**src/wmfp_pkg.sv**
```systemverilog
// Package: phase codes, field kinds, status codes and tables for the frame parser.
`default_nettype none
package wmfp_pkg;

  typedef enum logic [4:0] {
    PH_TYPE = 5'd0, PH_FLAGS = 5'd1, PH_DUR = 5'd2, PH_RA = 5'd3, PH_TA = 5'd4,
    PH_A3 = 5'd5, PH_SEQ = 5'd6, PH_A4 = 5'd7, PH_QOS = 5'd8, PH_SNAP = 5'd9,
    PH_ETYPE = 5'd10, PH_PAYLOAD = 5'd11, PH_AUTHALG = 5'd12, PH_AUTHSEQ = 5'd13,
    PH_STATUS = 5'd14, PH_REASON = 5'd15, PH_CAP = 5'd16, PH_LISTEN = 5'd17,
    PH_CURAP = 5'd18, PH_AID = 5'd19, PH_TSTAMP = 5'd20, PH_BINT = 5'd21,
    PH_SSID_ID = 5'd22, PH_SSID_LEN = 5'd23, PH_SSID_BYTES = 5'd24,
    PH_RATE_ID = 5'd25, PH_RATE_LEN = 5'd26, PH_RATE_BYTES = 5'd27,
    PH_TAIL = 5'd28, PH_SKIP = 5'd29
  } phase_t;

  localparam logic [4:0] KIND_PAYLOAD = 5'd10;
  localparam logic [4:0] KIND_SSID    = 5'd20;
  localparam logic [4:0] KIND_RATE    = 5'd21;
  localparam logic [4:0] KIND_END     = 5'd22;
  localparam logic [4:0] NO_REC       = 5'd31;

  localparam logic [2:0] ST_OK = 3'd0, ST_CRC = 3'd1, ST_UNSUP = 3'd2, ST_ACT_IGN = 3'd3,
                         ST_TRUNC = 3'd4, ST_EXTRA = 3'd5;

  localparam logic [7:0] T_ACK = 8'hD4, T_RTS = 8'hB4, T_CTS = 8'hC4, T_DATA = 8'h08,
    T_QDATA = 8'h88, T_AUTH = 8'hB0, T_DEAUTH = 8'hC0, T_DISAS = 8'hA0, T_PREQ = 8'h40,
    T_AREQ = 8'h00, T_RAREQ = 8'h20, T_ARSP = 8'h10, T_RARSP = 8'h30, T_BEACON = 8'h80,
    T_PRSP = 8'h50, T_ACTION = 8'hD0;
  localparam logic [7:0] RATE_MASK = 8'h7F;
  localparam logic [31:0] CRC_POLY = 32'hEDB88320;

  // one result record
  typedef struct packed {
    logic [4:0]  kind;
    logic [63:0] value;
    logic [3:0]  frag;
    logic [7:0]  idx;
    logic        done;
    logic [2:0]  status;
  } rec_t;

  function automatic logic [3:0] phase_len(input phase_t ph);
    case (ph)
      PH_DUR, PH_SEQ, PH_QOS, PH_ETYPE, PH_AUTHALG, PH_AUTHSEQ, PH_STATUS, PH_REASON,
      PH_CAP, PH_LISTEN, PH_AID, PH_BINT: phase_len = 4'd2;
      PH_RA, PH_TA, PH_A3, PH_A4, PH_SNAP, PH_CURAP: phase_len = 4'd6;
      PH_TSTAMP: phase_len = 4'd8;
      default: phase_len = 4'd1;
    endcase
  endfunction

  function automatic logic [4:0] phase_kind(input phase_t ph);
    case (ph)
      PH_DUR: phase_kind = 5'd2;     PH_RA: phase_kind = 5'd3;
      PH_TA: phase_kind = 5'd4;      PH_A3: phase_kind = 5'd5;
      PH_SEQ: phase_kind = 5'd6;     PH_A4: phase_kind = 5'd7;
      PH_QOS: phase_kind = 5'd8;     PH_ETYPE: phase_kind = 5'd9;
      PH_AUTHSEQ: phase_kind = 5'd11; PH_STATUS: phase_kind = 5'd12;
      PH_REASON: phase_kind = 5'd13; PH_CAP: phase_kind = 5'd14;
      PH_LISTEN: phase_kind = 5'd15; PH_CURAP: phase_kind = 5'd16;
      PH_AID: phase_kind = 5'd17;    PH_TSTAMP: phase_kind = 5'd18;
      PH_BINT: phase_kind = 5'd19;
      default: phase_kind = NO_REC;
    endcase
  endfunction

  function automatic logic is_known(input logic [7:0] t);
    case (t)
      T_ACK, T_RTS, T_CTS, T_DATA, T_QDATA, T_AUTH, T_DEAUTH, T_DISAS, T_PREQ,
      T_AREQ, T_RAREQ, T_ARSP, T_RARSP, T_BEACON, T_PRSP: is_known = 1'b1;
      default: is_known = 1'b0;
    endcase
  endfunction

  function automatic phase_t body_start(input logic [7:0] t);
    case (t)
      T_AUTH: body_start = PH_AUTHALG;
      T_DEAUTH, T_DISAS: body_start = PH_REASON;
      T_PREQ: body_start = PH_SSID_ID;
      T_AREQ, T_RAREQ, T_ARSP, T_RARSP: body_start = PH_CAP;
      T_BEACON, T_PRSP: body_start = PH_TSTAMP;
      default: body_start = PH_TAIL;
    endcase
  endfunction

  function automatic phase_t next_phase(input phase_t ph, input logic [7:0] t,
                                        input logic [1:0] ds);
    logic dat;
    dat = (t == T_DATA) || (t == T_QDATA);
    case (ph)
      PH_DUR: next_phase = PH_RA;
      PH_RA: next_phase = (t == T_ACK || t == T_CTS) ? PH_TAIL : PH_TA;
      PH_TA: next_phase = (t == T_RTS) ? PH_TAIL : PH_A3;
      PH_A3: next_phase = PH_SEQ;
      PH_SEQ: begin
        if (!dat) next_phase = body_start(t);
        else if (ds == 2'b11) next_phase = PH_A4;
        else next_phase = (t == T_QDATA) ? PH_QOS : PH_SNAP;
      end
      PH_A4: next_phase = (t == T_QDATA) ? PH_QOS : PH_SNAP;
      PH_QOS: next_phase = PH_SNAP;
      PH_SNAP: next_phase = PH_ETYPE;
      PH_ETYPE: next_phase = PH_PAYLOAD;
      PH_AUTHALG: next_phase = PH_AUTHSEQ;
      PH_AUTHSEQ: next_phase = PH_STATUS;
      PH_STATUS: next_phase = (t == T_AUTH) ? PH_TAIL : PH_AID;
      PH_REASON: next_phase = PH_TAIL;
      PH_CAP: begin
        if (t == T_AREQ || t == T_RAREQ) next_phase = PH_LISTEN;
        else if (t == T_ARSP || t == T_RARSP) next_phase = PH_STATUS;
        else next_phase = PH_SSID_ID;
      end
      PH_LISTEN: next_phase = (t == T_RAREQ) ? PH_CURAP : PH_SSID_ID;
      PH_CURAP: next_phase = PH_SSID_ID;
      PH_AID: next_phase = PH_RATE_ID;
      PH_TSTAMP: next_phase = PH_BINT;
      PH_BINT: next_phase = PH_CAP;
      default: next_phase = PH_TAIL;
    endcase
  endfunction

  // one byte of reflected CRC-32
  function automatic logic [31:0] crc_byte(input logic [31:0] crc, input logic [7:0] v);
    logic [31:0] c;
    c = crc ^ {24'd0, v};
    for (int i = 0; i < 8; i++) c = (c >> 1) ^ (c[0] ? CRC_POLY : 32'd0);
    return c;
  endfunction

endpackage
`default_nettype wire

```
**src/wifi_mac_frame_parser.sv**
```systemverilog
// Top level: byte-serial wireless LAN MAC frame parser.
//   channel | dir | tdata                        | tuser / tlast
//   in_     | in  | [7:0] data_byte              | tlast = last_byte
//   out_    | out | [63:0] field_value, [71:64]  | tuser: kind, frag, done, status
//                     element_index              |
// One byte per cycle unless the output stalls: the byte register feeds phase decode
// and one CRC byte step, then one record register. Input is taken whenever the byte
// register is free or drains this cycle; the record register holds while out_tready is low.
// Synchronous active-low reset returns the parser to the frame type byte.
`default_nettype none
module wifi_mac_frame_parser (
  input  wire logic        clk,
  input  wire logic        rst_n,
  input  wire logic        in_tvalid,
  output logic             in_tready,
  input  wire logic [7:0]  in_tdata,   // [7:0] data_byte
  input  wire logic        in_tlast,   // last_byte
  output logic             out_tvalid,
  input  wire logic        out_tready,
  output logic [71:0]      out_tdata,  // [63:0] field_value, [71:64] element_index
  output logic [12:0]      out_tuser   // [4:0] kind, [8:5] frag, [9] done, [12:10] status
);
  logic            bv_r;
  logic [7:0]      b_r;
  logic            l_r;
  logic            ov_r;
  wmfp_pkg::rec_t  o_r;
  logic            step, rel_ok, full_nxt, rv;
  logic [7:0]      rel_byte;
  logic [31:0]     crc_nxt, fcs_nxt;
  wmfp_pkg::rec_t  rec;

  // a byte steps when its record (if any) has room
  assign step      = bv_r && (!ov_r || out_tready);
  assign in_tready = !bv_r || step;

  always_ff @(posedge clk) begin
    if (!rst_n) bv_r <= 1'b0;
    else if (in_tready) bv_r <= in_tvalid;
    if (in_tready && in_tvalid) begin
      b_r <= in_tdata; l_r <= in_tlast;
    end
  end

  wmfp_trail u_trail (.clk, .rst_n, .step, .clear(l_r), .data_byte(b_r),
                      .rel_ok, .rel_byte, .crc_nxt_out(crc_nxt), .fcs_nxt, .full_nxt);
  wmfp_decode u_dec (.clk, .rst_n, .step, .data_byte(b_r), .last_byte(l_r), .rel_ok,
                     .rel_byte, .crc_nxt, .fcs_nxt, .full_nxt, .rec_valid(rv), .rec);

  // record register
  always_ff @(posedge clk) begin
    if (!rst_n) ov_r <= 1'b0;
    else if (!ov_r || out_tready) ov_r <= step && rv;
    if ((!ov_r || out_tready) && step && rv) o_r <= rec;
  end

  assign out_tvalid = ov_r;
  assign out_tdata  = {o_r.idx, o_r.value};
  assign out_tuser  = {o_r.status, o_r.done, o_r.frag, o_r.kind};

`ifndef SYNTH
  a_done_end: assert property (@(posedge clk) disable iff (!rst_n)
    out_tvalid |-> (out_tuser[9] == (out_tuser[4:0] == wmfp_pkg::KIND_END)))
    else $error("done flag mismatch");
  a_hold: assert property (@(posedge clk) disable iff (!rst_n)
    out_tvalid && !out_tready |=> out_tvalid && $stable(out_tdata))
    else $error("record lost under stall");
  a_status: assert property (@(posedge clk) disable iff (!rst_n)
    out_tvalid && !out_tuser[9] |-> out_tuser[12:10] == wmfp_pkg::ST_OK)
    else $error("status on non-end record");
`endif
endmodule
`default_nettype wire

```
**src/wmfp_trail.sv**
```systemverilog
// Four-byte delay line with the CRC-32 over bytes leaving it.
`default_nettype none
module wmfp_trail (
  input  wire logic        clk,
  input  wire logic        rst_n,
  input  wire logic        step,
  input  wire logic        clear,
  input  wire logic [7:0]  data_byte,
  output logic             rel_ok,
  output logic [7:0]       rel_byte,
  output logic [31:0]      crc_nxt_out,
  output logic [31:0]      fcs_nxt,
  output logic             full_nxt
);
  logic [7:0]  tb_r [4];
  logic [7:0]  tb_nxt [4];
  logic [2:0]  fill_r, fill_nxt;
  logic [31:0] crc_r, crc_nxt;

  // shift or fill
  always_comb begin
    tb_nxt   = tb_r;
    fill_nxt = fill_r;
    crc_nxt  = crc_r;
    rel_ok   = fill_r[2];
    rel_byte = tb_r[0];
    if (fill_r[2]) begin
      crc_nxt  = wmfp_pkg::crc_byte(crc_r, tb_r[0]);
      tb_nxt[0] = tb_r[1];
      tb_nxt[1] = tb_r[2];
      tb_nxt[2] = tb_r[3];
      tb_nxt[3] = data_byte;
    end else begin
      tb_nxt[fill_r[1:0]] = data_byte;
      fill_nxt = fill_r + 3'd1;
    end
    crc_nxt_out = crc_nxt;
    fcs_nxt     = {tb_nxt[0], tb_nxt[1], tb_nxt[2], tb_nxt[3]};
    full_nxt    = fill_nxt[2];
  end

  always_ff @(posedge clk) begin
    if (!rst_n || (step && clear)) begin
      fill_r <= 3'd0;
      crc_r  <= 32'hFFFFFFFF;
      for (int i = 0; i < 4; i++) tb_r[i] <= 8'd0;
    end else if (step) begin
      fill_r <= fill_nxt;
      crc_r  <= crc_nxt;
      tb_r   <= tb_nxt;
    end
  end
endmodule
`default_nettype wire

```
**src/wmfp_decode.sv**
```systemverilog
// Field-position state and per-byte record decode.
`default_nettype none
module wmfp_decode (
  input  wire logic        clk,
  input  wire logic        rst_n,
  input  wire logic        step,
  input  wire logic [7:0]  data_byte,
  input  wire logic        last_byte,
  input  wire logic        rel_ok,
  input  wire logic [7:0]  rel_byte,
  input  wire logic [31:0] crc_nxt,
  input  wire logic [31:0] fcs_nxt,
  input  wire logic        full_nxt,
  output logic             rec_valid,
  output wmfp_pkg::rec_t   rec
);
  wmfp_pkg::phase_t ph_r, ph_nxt;
  logic [3:0]  cnt_r, cnt_nxt;
  logic [63:0] acc_r, acc_nxt;
  logic [7:0]  type_r, type_nxt;
  logic [3:0]  dir_r, dir_nxt;
  logic [7:0]  rem_r, rem_nxt;
  logic [15:0] ec_r, ec_nxt;
  logic [2:0]  pend_r, pend_nxt;

  always_comb begin
    logic [15:0] bump;
    logic        rel, r, chk;
    logic [7:0]  ridx;
    logic [4:0]  k;
    logic [2:0]  st;
    bump = (ec_r == 16'hFFFF) ? ec_r : ec_r + 16'd1;
    ph_nxt = ph_r; cnt_nxt = cnt_r; acc_nxt = acc_r; type_nxt = type_r;
    dir_nxt = dir_r; rem_nxt = rem_r; ec_nxt = ec_r; pend_nxt = pend_r;
    r = 1'b0; k = 5'd0; chk = 1'b0; st = wmfp_pkg::ST_OK;
    rec = '0;
    rel  = rel_ok && ph_r == wmfp_pkg::PH_PAYLOAD && ec_r >= 16'd4;
    ridx = 8'(ec_r - 16'd4);
    case (ph_r)
      wmfp_pkg::PH_TYPE: begin
        type_nxt = data_byte; r = 1'b1; k = 5'd0; rec.value = {56'd0, data_byte};
        cnt_nxt = '0; acc_nxt = '0; ec_nxt = '0;
        if (wmfp_pkg::is_known(data_byte)) ph_nxt = wmfp_pkg::PH_FLAGS;
        else begin
          pend_nxt = (data_byte == wmfp_pkg::T_ACTION) ? wmfp_pkg::ST_ACT_IGN
                                                       : wmfp_pkg::ST_UNSUP;
          ph_nxt = wmfp_pkg::PH_SKIP;
        end
      end
      wmfp_pkg::PH_FLAGS: begin
        dir_nxt = (type_r == wmfp_pkg::T_ACK || type_r == wmfp_pkg::T_RTS ||
                   type_r == wmfp_pkg::T_CTS) ? 4'd0 : data_byte[3:0];
        r = 1'b1; k = 5'd1; rec.value = {60'd0, dir_nxt};
        ph_nxt = wmfp_pkg::PH_DUR; cnt_nxt = '0; acc_nxt = '0; ec_nxt = '0;
      end
      wmfp_pkg::PH_PAYLOAD, wmfp_pkg::PH_TAIL: ec_nxt = bump;
      wmfp_pkg::PH_SSID_ID, wmfp_pkg::PH_RATE_ID: begin
        ph_nxt = (ph_r == wmfp_pkg::PH_SSID_ID) ? wmfp_pkg::PH_SSID_LEN
                                                : wmfp_pkg::PH_RATE_LEN;
        cnt_nxt = '0; acc_nxt = '0; ec_nxt = '0;
      end
      wmfp_pkg::PH_SSID_LEN, wmfp_pkg::PH_RATE_LEN: begin
        cnt_nxt = '0; acc_nxt = '0; ec_nxt = '0;
        if (data_byte == 8'd0)
          ph_nxt = (ph_r == wmfp_pkg::PH_SSID_LEN) ? wmfp_pkg::PH_RATE_ID
                                                   : wmfp_pkg::PH_TAIL;
        else begin
          ph_nxt = (ph_r == wmfp_pkg::PH_SSID_LEN) ? wmfp_pkg::PH_SSID_BYTES
                                                   : wmfp_pkg::PH_RATE_BYTES;
          rem_nxt = data_byte;
        end
      end
      wmfp_pkg::PH_SSID_BYTES, wmfp_pkg::PH_RATE_BYTES: begin
        r = 1'b1;
        k = (ph_r == wmfp_pkg::PH_RATE_BYTES) ? wmfp_pkg::KIND_RATE : wmfp_pkg::KIND_SSID;
        rec.value = {56'd0, (ph_r == wmfp_pkg::PH_RATE_BYTES) ?
                     (data_byte & wmfp_pkg::RATE_MASK) : data_byte};
        rec.idx = ec_r[7:0];
        ec_nxt = bump;
        rem_nxt = rem_r - 8'd1;
        if (rem_nxt == 8'd0) begin
          ph_nxt = (ph_r == wmfp_pkg::PH_SSID_BYTES) ? wmfp_pkg::PH_RATE_ID
                                                     : wmfp_pkg::PH_TAIL;
          cnt_nxt = '0; acc_nxt = '0; ec_nxt = '0;
        end
      end
      wmfp_pkg::PH_SKIP: ;
      default: begin
        // multi-byte fixed field
        acc_nxt = {acc_r[55:0], data_byte};
        cnt_nxt = cnt_r + 4'd1;
        if (cnt_nxt >= wmfp_pkg::phase_len(ph_r)) begin
          k = wmfp_pkg::phase_kind(ph_r);
          if (k != wmfp_pkg::NO_REC) begin
            r = 1'b1;
            rec.value = acc_nxt;
            if (ph_r == wmfp_pkg::PH_SEQ) begin
              rec.frag  = acc_nxt[3:0];
              rec.value = {52'd0, acc_nxt[15:4]};
            end
          end
          ph_nxt = wmfp_pkg::next_phase(ph_r, type_r, dir_r[1:0]);
          cnt_nxt = '0; acc_nxt = '0; ec_nxt = '0;
        end
      end
    endcase
    rec.kind = k;
    // end-of-frame status
    if (pend_r != wmfp_pkg::ST_OK) st = pend_r;
    else if (pend_nxt != wmfp_pkg::ST_OK) st = pend_nxt;
    else if (ph_nxt == wmfp_pkg::PH_PAYLOAD) begin
      if (ec_nxt >= 16'd4) chk = 1'b1; else st = wmfp_pkg::ST_TRUNC;
    end else if (ph_nxt == wmfp_pkg::PH_TAIL) begin
      if (ec_nxt < 16'd4) st = wmfp_pkg::ST_TRUNC;
      else if (ec_nxt > 16'd4) st = wmfp_pkg::ST_EXTRA;
      else chk = 1'b1;
    end else st = wmfp_pkg::ST_TRUNC;
    if (chk && (!full_nxt || fcs_nxt != ~crc_nxt)) st = wmfp_pkg::ST_CRC;
    if (last_byte) begin
      rec = '0;
      rec.kind = wmfp_pkg::KIND_END; rec.done = 1'b1; rec.status = st;
      if (rel) begin
        rec.value = {55'd0, 1'b1, rel_byte}; rec.idx = ridx;
      end
      rec_valid = 1'b1;
    end else if (rel) begin
      rec = '0;
      rec.kind = wmfp_pkg::KIND_PAYLOAD; rec.value = {56'd0, rel_byte}; rec.idx = ridx;
      rec_valid = 1'b1;
    end else rec_valid = r;
  end

  always_ff @(posedge clk) begin
    if (!rst_n || (step && last_byte)) begin
      ph_r <= wmfp_pkg::PH_TYPE; cnt_r <= '0; acc_r <= '0; type_r <= '0;
      dir_r <= '0; rem_r <= '0; ec_r <= '0; pend_r <= '0;
    end else if (step) begin
      ph_r <= ph_nxt; cnt_r <= cnt_nxt; acc_r <= acc_nxt; type_r <= type_nxt;
      dir_r <= dir_nxt; rem_r <= rem_nxt; ec_r <= ec_nxt; pend_r <= pend_nxt;
    end
  end
endmodule
`default_nettype wire
```
**config.mk**
```make
export PLATFORM = sky130hd
export DESIGN_NAME = wifi_mac_frame_parser
export DESIGN_NICKNAME = d
export VERILOG_FILES = /design/src/wmfp_pkg.sv /design/src/wifi_mac_frame_parser.sv /design/src/wmfp_trail.sv /design/src/wmfp_decode.sv
export SDC_FILE = /design/constraint.sdc
export NUM_CORES = 1
export LEC_CHECK = 0
export BUFFER_PORTS_ARGS = -buffer_cell sky130_fd_sc_hd__clkbuf_2
export CAP_MARGIN = 20
export CORE_MARGIN = 3
export CORE_UTILIZATION = 37
export DETAILED_ROUTE_END_ITERATION = 6
export PLACE_DENSITY_LB_ADDON = 0.25
export SLEW_MARGIN = 10
export SYNTH_ARGS = -nofsm -noshare
export SYNTH_HDL_FRONTEND = slang
export SYNTH_SLANG_ARGS = --single-unit
```
**constraint.sdc**
```tcl
create_clock -name clk -period 22.6 [get_ports clk]
set_input_delay 5.65 -clock clk [delete_from_list [all_inputs] [get_ports clk]]
set_output_delay 5.65 -clock clk [all_outputs]
set_load 0.005 [all_outputs]
```
Yosys cells after proc, flatten, opt, wreduce, memory -nomap -nowiden

Memory sizes are Yosys's and may differ from the RTL's. A register that Yosys moved wholly into a read port is not among the register bits.
Cells that the tools add are included.

Output and inout bits: 87
Memories: 2
Input bits: 13
Bits in read-only memories: 288
Bits in registers: 265
Logic and storage cells: 266

Add/sub/neg operators: 5
Muxes and demuxes: 93
Bitwise gates (word level): 16
Equality and inequality tests: 65
Reductions and logical operators: 52
$lt $le $gt $ge: 7

Memory list:

| name            | words | bits a word | rd ports | clocked after memory_dff | write ports | line           | RTL |
|---|---|---|---|---|---|---|---|
| (no name shown) | 32    | 5           | 1        | 1                        | 0           | wmfp_pkg.sv:53 | `case (ph)` |
| (no name shown) | 32    | 4           | 1        | 1                        | 0           | wmfp_pkg.sv:43 | `case (ph)` |

Operators by type and width:

| operator                                             | count |
|---|---|
| two-way mux 32 bit                                   | 10 |
| one-hot mux 64 bit (4 select lines)                  | 1 |
| bitwise XOR 31 x 32 -> 32 bit                        | 8 |
| two-way mux 68 bit                                   | 3 |
| one-hot mux 56 bit (3 select lines)                  | 1 |
| == test 8 bit, second input constant                 | 17 |
| two-way mux 56 bit                                   | 2 |
| one-hot mux 5 bit (18 select lines)                  | 1 |
| two-way mux 5 bit                                    | 17 |
| two-way mux 85 bit                                   | 1 |
| two-way mux 80 bit                                   | 1 |
| == test 5 bit, second input constant                 | 15 |
| one-hot mux 16 bit (4 select lines)                  | 1 |
| two-way mux 16 bit                                   | 3 |
| two-way mux 3 bit                                    | 14 |
| == test 5 x 4 -> 1 bit, second input constant        | 8 |
| two-way mux 8 bit                                    | 5 |
| bitwise mux 32 bit                                   | 1 |
| == test 8 x 6 -> 1 bit, second input constant        | 4 |
| == test 8 x 7 -> 1 bit, second input constant        | 4 |
| >= comparator 16 x 3 -> 1 bit, second input constant | 2 |
| != test 32 bit                                       | 1 |
| NOT 32 bit                                           | 1 |
| bitwise XOR 32 x 8 -> 32 bit                         | 1 |
| 51 further kinds                                     | 116 |

Longest topological paths before layout

Gate-level depths: netlist of run 1.

Depth after elaboration: 24
Mapped depth: 18
Depth with buffers taken out: 17

By module

Synthesis of run 1 repeated with hierarchy kept, for this count alone.

Cell total of the unflattened synthesis: 1,688
Area total of the unflattened synthesis: 15,408.5 sq um

Modules (own cells, without submodules):

| module                | cells an instance | instances | sequential area each (sq um) | area an instance (sq um) |
|---|---|---|---|---|
| wmfp_decode           | 1,121             | 1         | 2,222.1                      | 8,240.4 |
| wmfp_trail            | 460               | 1         | 1,341.3                      | 4,232.8 |
| wifi_mac_frame_parser | 107               | 1         | 2,862.7                      | 2,935.3 |

Least setup slack after synthesis of run 1

Ideal clock, no wire load.

Path type: input -> output
Start: input port out_tready
End: output port in_tready
Data required time: 16.950 ns
Stages: 2
Path buffers: 0
Arrival: 5.955 ns
Setup slack: 10.995 ns
Path through: nor2b_1 > nand2_1

Longest elaborated chain between the ends: 3

Ends and longest elaborated chain:

| item              | line                        | RTL |
|---|---|---|
| from (decl)       | wifi_mac_frame_parser.sv:19 | `input wire logic out_tready,` |
| logical OR 1 bit  | wifi_mac_frame_parser.sv:34 | `assign step = bv_r && (!ov_r \|\| out_tready);` |
| logical AND 1 bit | wifi_mac_frame_parser.sv:34 |  |
| logical OR 1 bit  | wifi_mac_frame_parser.sv:35 | `assign in_tready = !bv_r \|\| step;` |
| to (decl)         | wifi_mac_frame_parser.sv:15 | `output logic in_tready,` |

Every way passes these cells.

Final worst setup path of run 1

Ends and elaborated chain as after synthesis.

==> impl_metrics.py, run 1 <==
metrics = {
    "floorplanning": {
        "core_sq_um": 40200,
        "std_cell_rows": 73,
        "die_w_um": 209,
        "dieArea_sq_um": 43700,
        "ios": 100,
        "initial_core_util": 0.379,
        "die_h_um": 209,
    },
    "global_route": {
        "use_met2": 0.302,
        "use_met3": 0.0374,
        "track_usage": 0.197,
        "grt_pass1_wl_um": 70300,
        "overflow": 0,
        "grt.busiest_layer": "met2",
        "gr-usage-met1": 0.280,
        "grt_max_degree": 74,
        "grt_pass1_vias": 12300,
        "antenna_found_initial": 0,
    },
    "final_layout": {
        "n_antenna_cell": 0,
        "final_net_count": 1832,
        "finish.utilization": 0.429,
        "synthToLayoutAreaGrowth_pct": 13.0,
        "post_layout_nonfiller_instances": 2346,
        "multi_input_area_sq_um": 8200,
        "seq_area_sq_um": 6430,
        "drive_above_1_share": 0.127,
        "fillers": 4035,
    },
    "timing": {
        "finalHoldViolations": 0,
        "setup_viol": 0,
        "rsz0062_at_grt": "no",
        "drv_slew": 0,
        "fmax_mhz": 83.6,
        "setup_tns_ps": 0,
        "finalCritPeriodShare": 0.529,
        "maxSlewHeadroom": 0.361,
        "skew_ps": 10.6,
        "period_needed_ps": 11970,
        "tightest_slew_ps": 959,
    },
    "routing": {
        "routed-via-count": 13300,
        "drtAntennaViolNets": 0,
        "routed_via_density": 5.68,
        "totalWireLength_um": 44500,
        "dr.first_iter.drc_count": 1126,
        "drc_errors": 6,
        "detail_route.wl_per_cell_um": 19.0,
        "drtPass1Iterations": 7,
    },
    "placed_design": {
        "dp.final_hpwl_um": 30400,
        "globalplace.congestion": 1.00,
        "dp.cells": 2287,
        "io_buffers": 99,
    },
    "critical_path": {
        "critPathRequiredTime_ps": 16950,
        "path_class": "primary input to primary output",
        "startpoint_type": "primary input",
        "critPathMaxFanout": 5,
        "arrival_ps": 6320,
        "end_kind": "primary output",
    },
    "logic_synthesis": {
        "synth_top_area_cell": "dfxtp_1",
        "seq_area_frac_synth": 0.421,
        "syn_area_sq_um": 15200,
        "synth_edf_count": 94,
        "synth_cell_types": 86,
        "yosys.area.top_type_share": 0.236,
        "synth.top_cells.by_area": "dfxtp_1 24%, edfxtp_1 19%, a21oi_1 6.0%",
        "yosys.area_share.adder": 0.0189,
        "ys_warn_count": 0,
        "synth_simple_gate_area_frac": 0.221,
        "synth_area_per_cell_sq_um": 8.65,
        "async_flop_share": 0,
        "ys.flop_type": "dfxtp_1",
        "synth_cells": 1762,
        "syn_nets": 1798,
        "synth_xor_area_frac": 0.0873,
        "synth_top_family_by_area": "simple AND/OR/NAND/NOR gates",
        "synth_mux_area_frac": 0.0284,
        "ys_ff_latch": 274,
        "synth-compound-area-share": 0.178,
    },
    "pwr": {
        "comb_power_share": 0.299,
        "intPower_mw": 1.01,
        "power_density_nw_per_um2": 90.2,
        "p_clk_frac": 0.328,
        "swShare": 0.347,
        "leakage_nw": 6.36,
        "seqPwrFrac": 0.372,
        "p_sw_mw": 0.540,
        "vdd_drop_max_v": 0.0000623,
    },
    "clock_network": {
        "clk_pin_slew_ps": 60,
        "cts_buffers": 31,
        "cts_num_sinks": 274,
        "cts_max_level": 1,
        "holdBufCountCts": 0,
        "post_cts_buffers": 0,
        "clk_path_buf_depth": 3,
        "cts_tree": "done",
        "ctsResizeCount": 0,
        "root_buffer": "clkbuf_16",
        "clkLatencyLatePin_ps": 570,
    },
    "status": {
        "outcome": "finished, violations left",
        "violations": "design-rule violations",
    },
    "min_path": {
        "hold_path.class": "register to register",
    },
    "run": {
        "cap_violations": 0,
    },
}
## synth_stat cells (12+ instances only)
library cell	n
ha_1	23
xor2_1	30
a22oi_1	13
o21ai_0	66
nor3_1	50
nand3_1	104
a21oi_1	183
o22ai_1	15
inv_1	45
nor2_1	156
mux2i_1	32
buf_1	12
o211ai_1	35
edfxtp_1	94
a31oi_1	18
dfxtp_1	180
clkbuf_1	102
buf_2	13
a211oi_1	16
and2_1	60
xnor2_1	63
nand2_1	212
nor2b_1	16
## worst max-delay path, cell delays in order
cell and delay (ps):
clkbuf_2 80, nor2b_1 330, nand2_1 130, clkbuf_2 130
## routing by layer
metal | part of all wire | routed length (um)
met5 | 0 | 0
met4 | 0.035 | 1540
met3 | 0.075 | 3360
met2 | 0.44 | 19500
met1 | 0.45 | 20100
## power groups by stage
| stage | Clock (mW) | Sequential, mW | Combinational [mW] |
|---|---|---|---|
| 2_1_floorplan | 0 | 0.585 | 0.327 |
| 3_3_place_gp | 0 | 0.588 | 0.455 |
| 3_5_place_dp | 0 | 0.589 | 0.457 |
| 4_1_cts | 0.521 | 0.579 | 0.459 |
| 5_1_grt | 0.539 | 0.583 | 0.510 |
| 6_report | 0.510 | 0.579 | 0.465 |
## metrics by stage
stage | hold WS (ps) | power [mW] | worst slack [ps] | instance area, sq um
2_1_floorplan | 427 | 0.912 | 10990 | 15200
3_3_place_gp | 437 | 1.04 | 10650 | 16200
3_5_place_dp | 441 | 1.05 | 10620 | 16200
4_1_cts | 449 | 1.56 | 10620 | 17200
5_1_grt | 478 | 1.63 | 10580 | 17200
6_report | 448 | 1.55 | 10630 | 17200
## worst paths after layout
| kind | start | to | slack (ps) | cells after the start |
|---|---|---|---|---|
| setup / recovery | out_tready | in_tready | 10630 | 4 |
| hold / removal | u_dec.acc_r[55] | u_dec.acc_r[55] | 450 | 2 |
| setup reg to reg | u_dec.ph_r[2] | register | 18200 | 14 |
| hold reg to reg | u_dec.acc_r[55] | u_dec.acc_r[55] | 450 | 2 |
## area by class of cell
| class | count | area share |
|---|---|---|
| clock buffers | 41 | 0.0508 |
| clock inverters | 17 | 0.00930 |
| flip-flops and latches | 274 | 0.373 |
| repair buffers | 129 | 0.0426 |
| multi-input cells | 1313 | 0.476 |
| inverters | 47 | 0.0102 |
| well taps | 525 | 0.0381 |
## layout by cell type, fill, tap and decap left out, types with 30 or more instances in the layout
master,n
edfxtp_1,94
a21oi_1,183
o21ai_0,66
xor2_1,30
nor2_1,154
inv_1,45
and2_1,60
nor3_1,49
clkbuf_16,32
xnor2_1,63
nand2_1,210
mux2i_1,32
dfxtp_1,179
nand3_1,103
o211ai_1,35
clkbuf_2,99
## state kept, by name, indices dropped and copies added, names as in the netlist, named ones only
register and cells:
out_tdata 72, u_dec.dir_r 2, out_tuser 13, u_trail.rel_byte 8, u_trail.fill_r 3, l_r 1, b_r 8, u_dec.type_r 8
u_trail.crc_r 32, u_dec.rem_r 8, u_dec.cnt_r 4, u_trail.tb_r 24, u_dec.ph_r 5, u_dec.pend_r 3, bv_r 1, u_dec.ec_r 16
u_dec.acc_r 56, out_tvalid 1
## logic make-up (layout without fill, tap and decap cells)
kind of cell,after synthesis,after routing
AND/OR/NAND/NOR,697,697
AO/OA/AOI/OAI,436,436
flip-flops,274,274
buffers and inverters,175,234
XOR/XNOR,115,115
multiplexers,42,42
adder cells (fa/ha/maj),23,23
Power figures use the tool's default switching activity.
==> run 2: changes to the inputs <==
==> constraint.sdc (replaced) <==
create_clock -name clk -period 12.35 [get_ports clk]
set_input_delay 3.0875 -clock clk [delete_from_list [all_inputs] [get_ports clk]]
set_output_delay 3.0875 -clock clk [all_outputs]
set_load 0.005 [all_outputs]
==> run 2 against run 1 <==
The flow now finishes without violations. Register-to-register slack worse by 10000 ps. Routed wire length is 2.5% higher. Via count is 0.17% higher. Setup slack worse by 5100 ps. Sequential share of layout area is 0.052 points higher. Flip-flop and latch count stayed put. Utilization is 0.059 points lower. Clock skew is 2.7 ps higher. Largest cell class unchanged.
==> impl_metrics.py, run 2 (synthesis gave the netlist of run 1 again) <==
metrics = {
    "pwr": {
        "vdd_drop_max_v": 0.000128,
        "leakage_nw": 6.34,
        "report.power.total_mw": 2.84,
        "power_density_nw_per_um2": 165,
    },
    "timing": {
        "finalHoldViolations": 0,
        "setup_viol": 0,
        "period_needed_ps": 6830,
        "finalCritPeriodShare": 0.553,
        "setup_tns_ps": 0,
        "setup_slack_ps": 5520,
        "skew_ps": 13.3,
        "maxSlewHeadroom": 0.258,
        "tightest_slew_ps": 1110,
        "drv_slew": 0,
        "rsz0062_at_grt": "no",
        "fmax_mhz": 146,
    },
    "critical_path": {
        "path_delay_family": "simple AND/OR/NAND/NOR gates",
        "startpoint_type": "primary input",
        "critPathMostFrequentCell": "clkbuf_2",
        "critPathRequiredTime_ps": 9260,
        "arrival_ps": 3740,
        "end_kind": "primary output",
        "slowest_delay_ps": 330,
        "critPathMaxFanout": 5,
        "path_cells": "clkbuf_2 -> nor2b_1 -> nand2_1 -> clkbuf_2",
        "crit_buf_inv": 2,
        "path_class": "primary input to primary output",
        "crit_path_top_delay_cell": "nor2b_1",
    },
    "clock_network": {
        "holdBufCountCts": 0,
        "cts_max_level": 1,
        "clk_path_buf_depth": 3,
        "clkLatencyLatePin_ps": 590,
        "cts_tree": "done",
        "cts_buffers": 31,
        "post_cts_buffers": 0,
        "clk_pin_slew_ps": 60,
        "root_buffer": "clkbuf_16",
        "ctsResizeCount": 0,
        "cts_num_sinks": 274,
    },
    "routing": {
        "dr_wl_met2_um": 20400,
        "totalWireLength_um": 45600,
        "highest_layer": "met4",
        "routed_via_density": 5.70,
        "dr.first_iter.drc_count": 1222,
        "detail_route.wl_per_cell_um": 19.5,
        "route.met3.wl_um": 3140,
        "wl_met1_um": 20800,
        "drtPass1Iterations": 7,
        "drtAntennaViolNets": 0,
        "routed-via-count": 13400,
        "drc_errors": 0,
    },
    "min_path": {
        "hold_path.class": "register to register",
    },
    "floorplanning": {
        "initial_core_util": 0.379,
        "core_sq_um": 40200,
        "die_w_um": 209,
        "die_h_um": 209,
        "std_cell_rows": 73,
        "ios": 100,
        "dieArea_sq_um": 43700,
    },
    "final_layout": {
        "final_common_cell": "nand2_1",
        "n_antenna_cell": 0,
        "fillers": 3993,
        "synthToLayoutAreaGrowth_pct": 12.8,
        "largest_reg_flops": 72,
        "final_net_count": 1831,
        "final_cell_mix": "210 x nand2_1, 183 x a21oi_1, 179 x dfxtp_1",
        "drive_above_1_share": 0.124,
        "post_layout_nonfiller_instances": 2345,
    },
    "global_route": {
        "overflow": 0,
        "track_usage": 0.202,
        "grt_max_degree": 99,
        "grt_pass1_vias": 12500,
        "antenna_found_initial": 0,
        "grt_pass1_wl_um": 72000,
    },
    "placed_design": {
        "globalplace.congestion": 0.943,
        "dp.final_hpwl_um": 31000,
        "io_buffers": 99,
        "dp.cells": 2286,
        "pre_cts_slack_ps": 5490,
    },
    "status": {
        "outcome": "finished, final reports clean",
    },
    "run": {
        "cap_violations": 0,
    },
}
==> run 2: cell types whose count changed in the layout (fill, tap and decap cells not counted), moves of 2 or more <==
cell,change
clkinv_2,-4
clkbuf_1,+2
clkbuf_8,-2
clkinv_1,+3
clkinv_4,+2
==> run 2: worst register-to-register path, stage by stage (launching register included) <==
cell and delay (ps):
dfxtp_1 310, buf_4 300, nor2b_1 610, nand3b_1 720, a211oi_1 480, o31ai_1 140
o211ai_1 200, nand3_1 180, a21oi_1 640, inv_1 220, ha_1 270, o21ai_0 190
nor2_1 60, a31oi_1 170
==> run 2: worst paths after layout <==
kind	slack, ps	to	startpoint	depth (start not counted)
max	5520	in_tready	out_tready	4
min	450	u_dec.acc_r[54]	u_dec.acc_r[54]	2
max reg2reg	7790	register	u_dec.ph_r[2]	13
min reg2reg	450	u_dec.acc_r[54]	u_dec.acc_r[54]	2
==> run 2: stage by stage <==
stage / utilization / hold WS, ps / area [sq um]
2_1_floorplan: - / 427 / 15200
3_3_place_gp: 0.402 / 436 / 16200
3_5_place_dp: 0.402 / 440 / 16200
4_1_cts: 0.427 / 452 / 17200
5_1_grt: 0.428 / 475 / 17200
6_report: 0.428 / 449 / 17200
==> run 2: layout make-up <==
type,count,area (sq um),share of cell area
clock buffers,40,830,0.0482
clock inverters,18,181,0.0105
inverters,47,176,0.0103
multi-input cells,1313,8200,0.477
flip-flops and latches,274,6430,0.374
well taps,525,657,0.0382
repair buffers,128,733,0.0426
==> run 2: where the power goes <==
group / internal, mW / total [mW] / switching (mW)
combinational: 0.284 / 0.858 / 0.574
sequential: 1.01 / 1.06 / 0.0476
clock: 0.537 / 0.916 / 0.379
total: 1.84 / 2.84 / 1.00
==> run 2: per-layer routing <==
layer,track usage,vias up
met3,0.0315,79
met1,0.291,6386
li1,-,6391
met5,0,-
met4,0.0591,0
met2,0.314,499
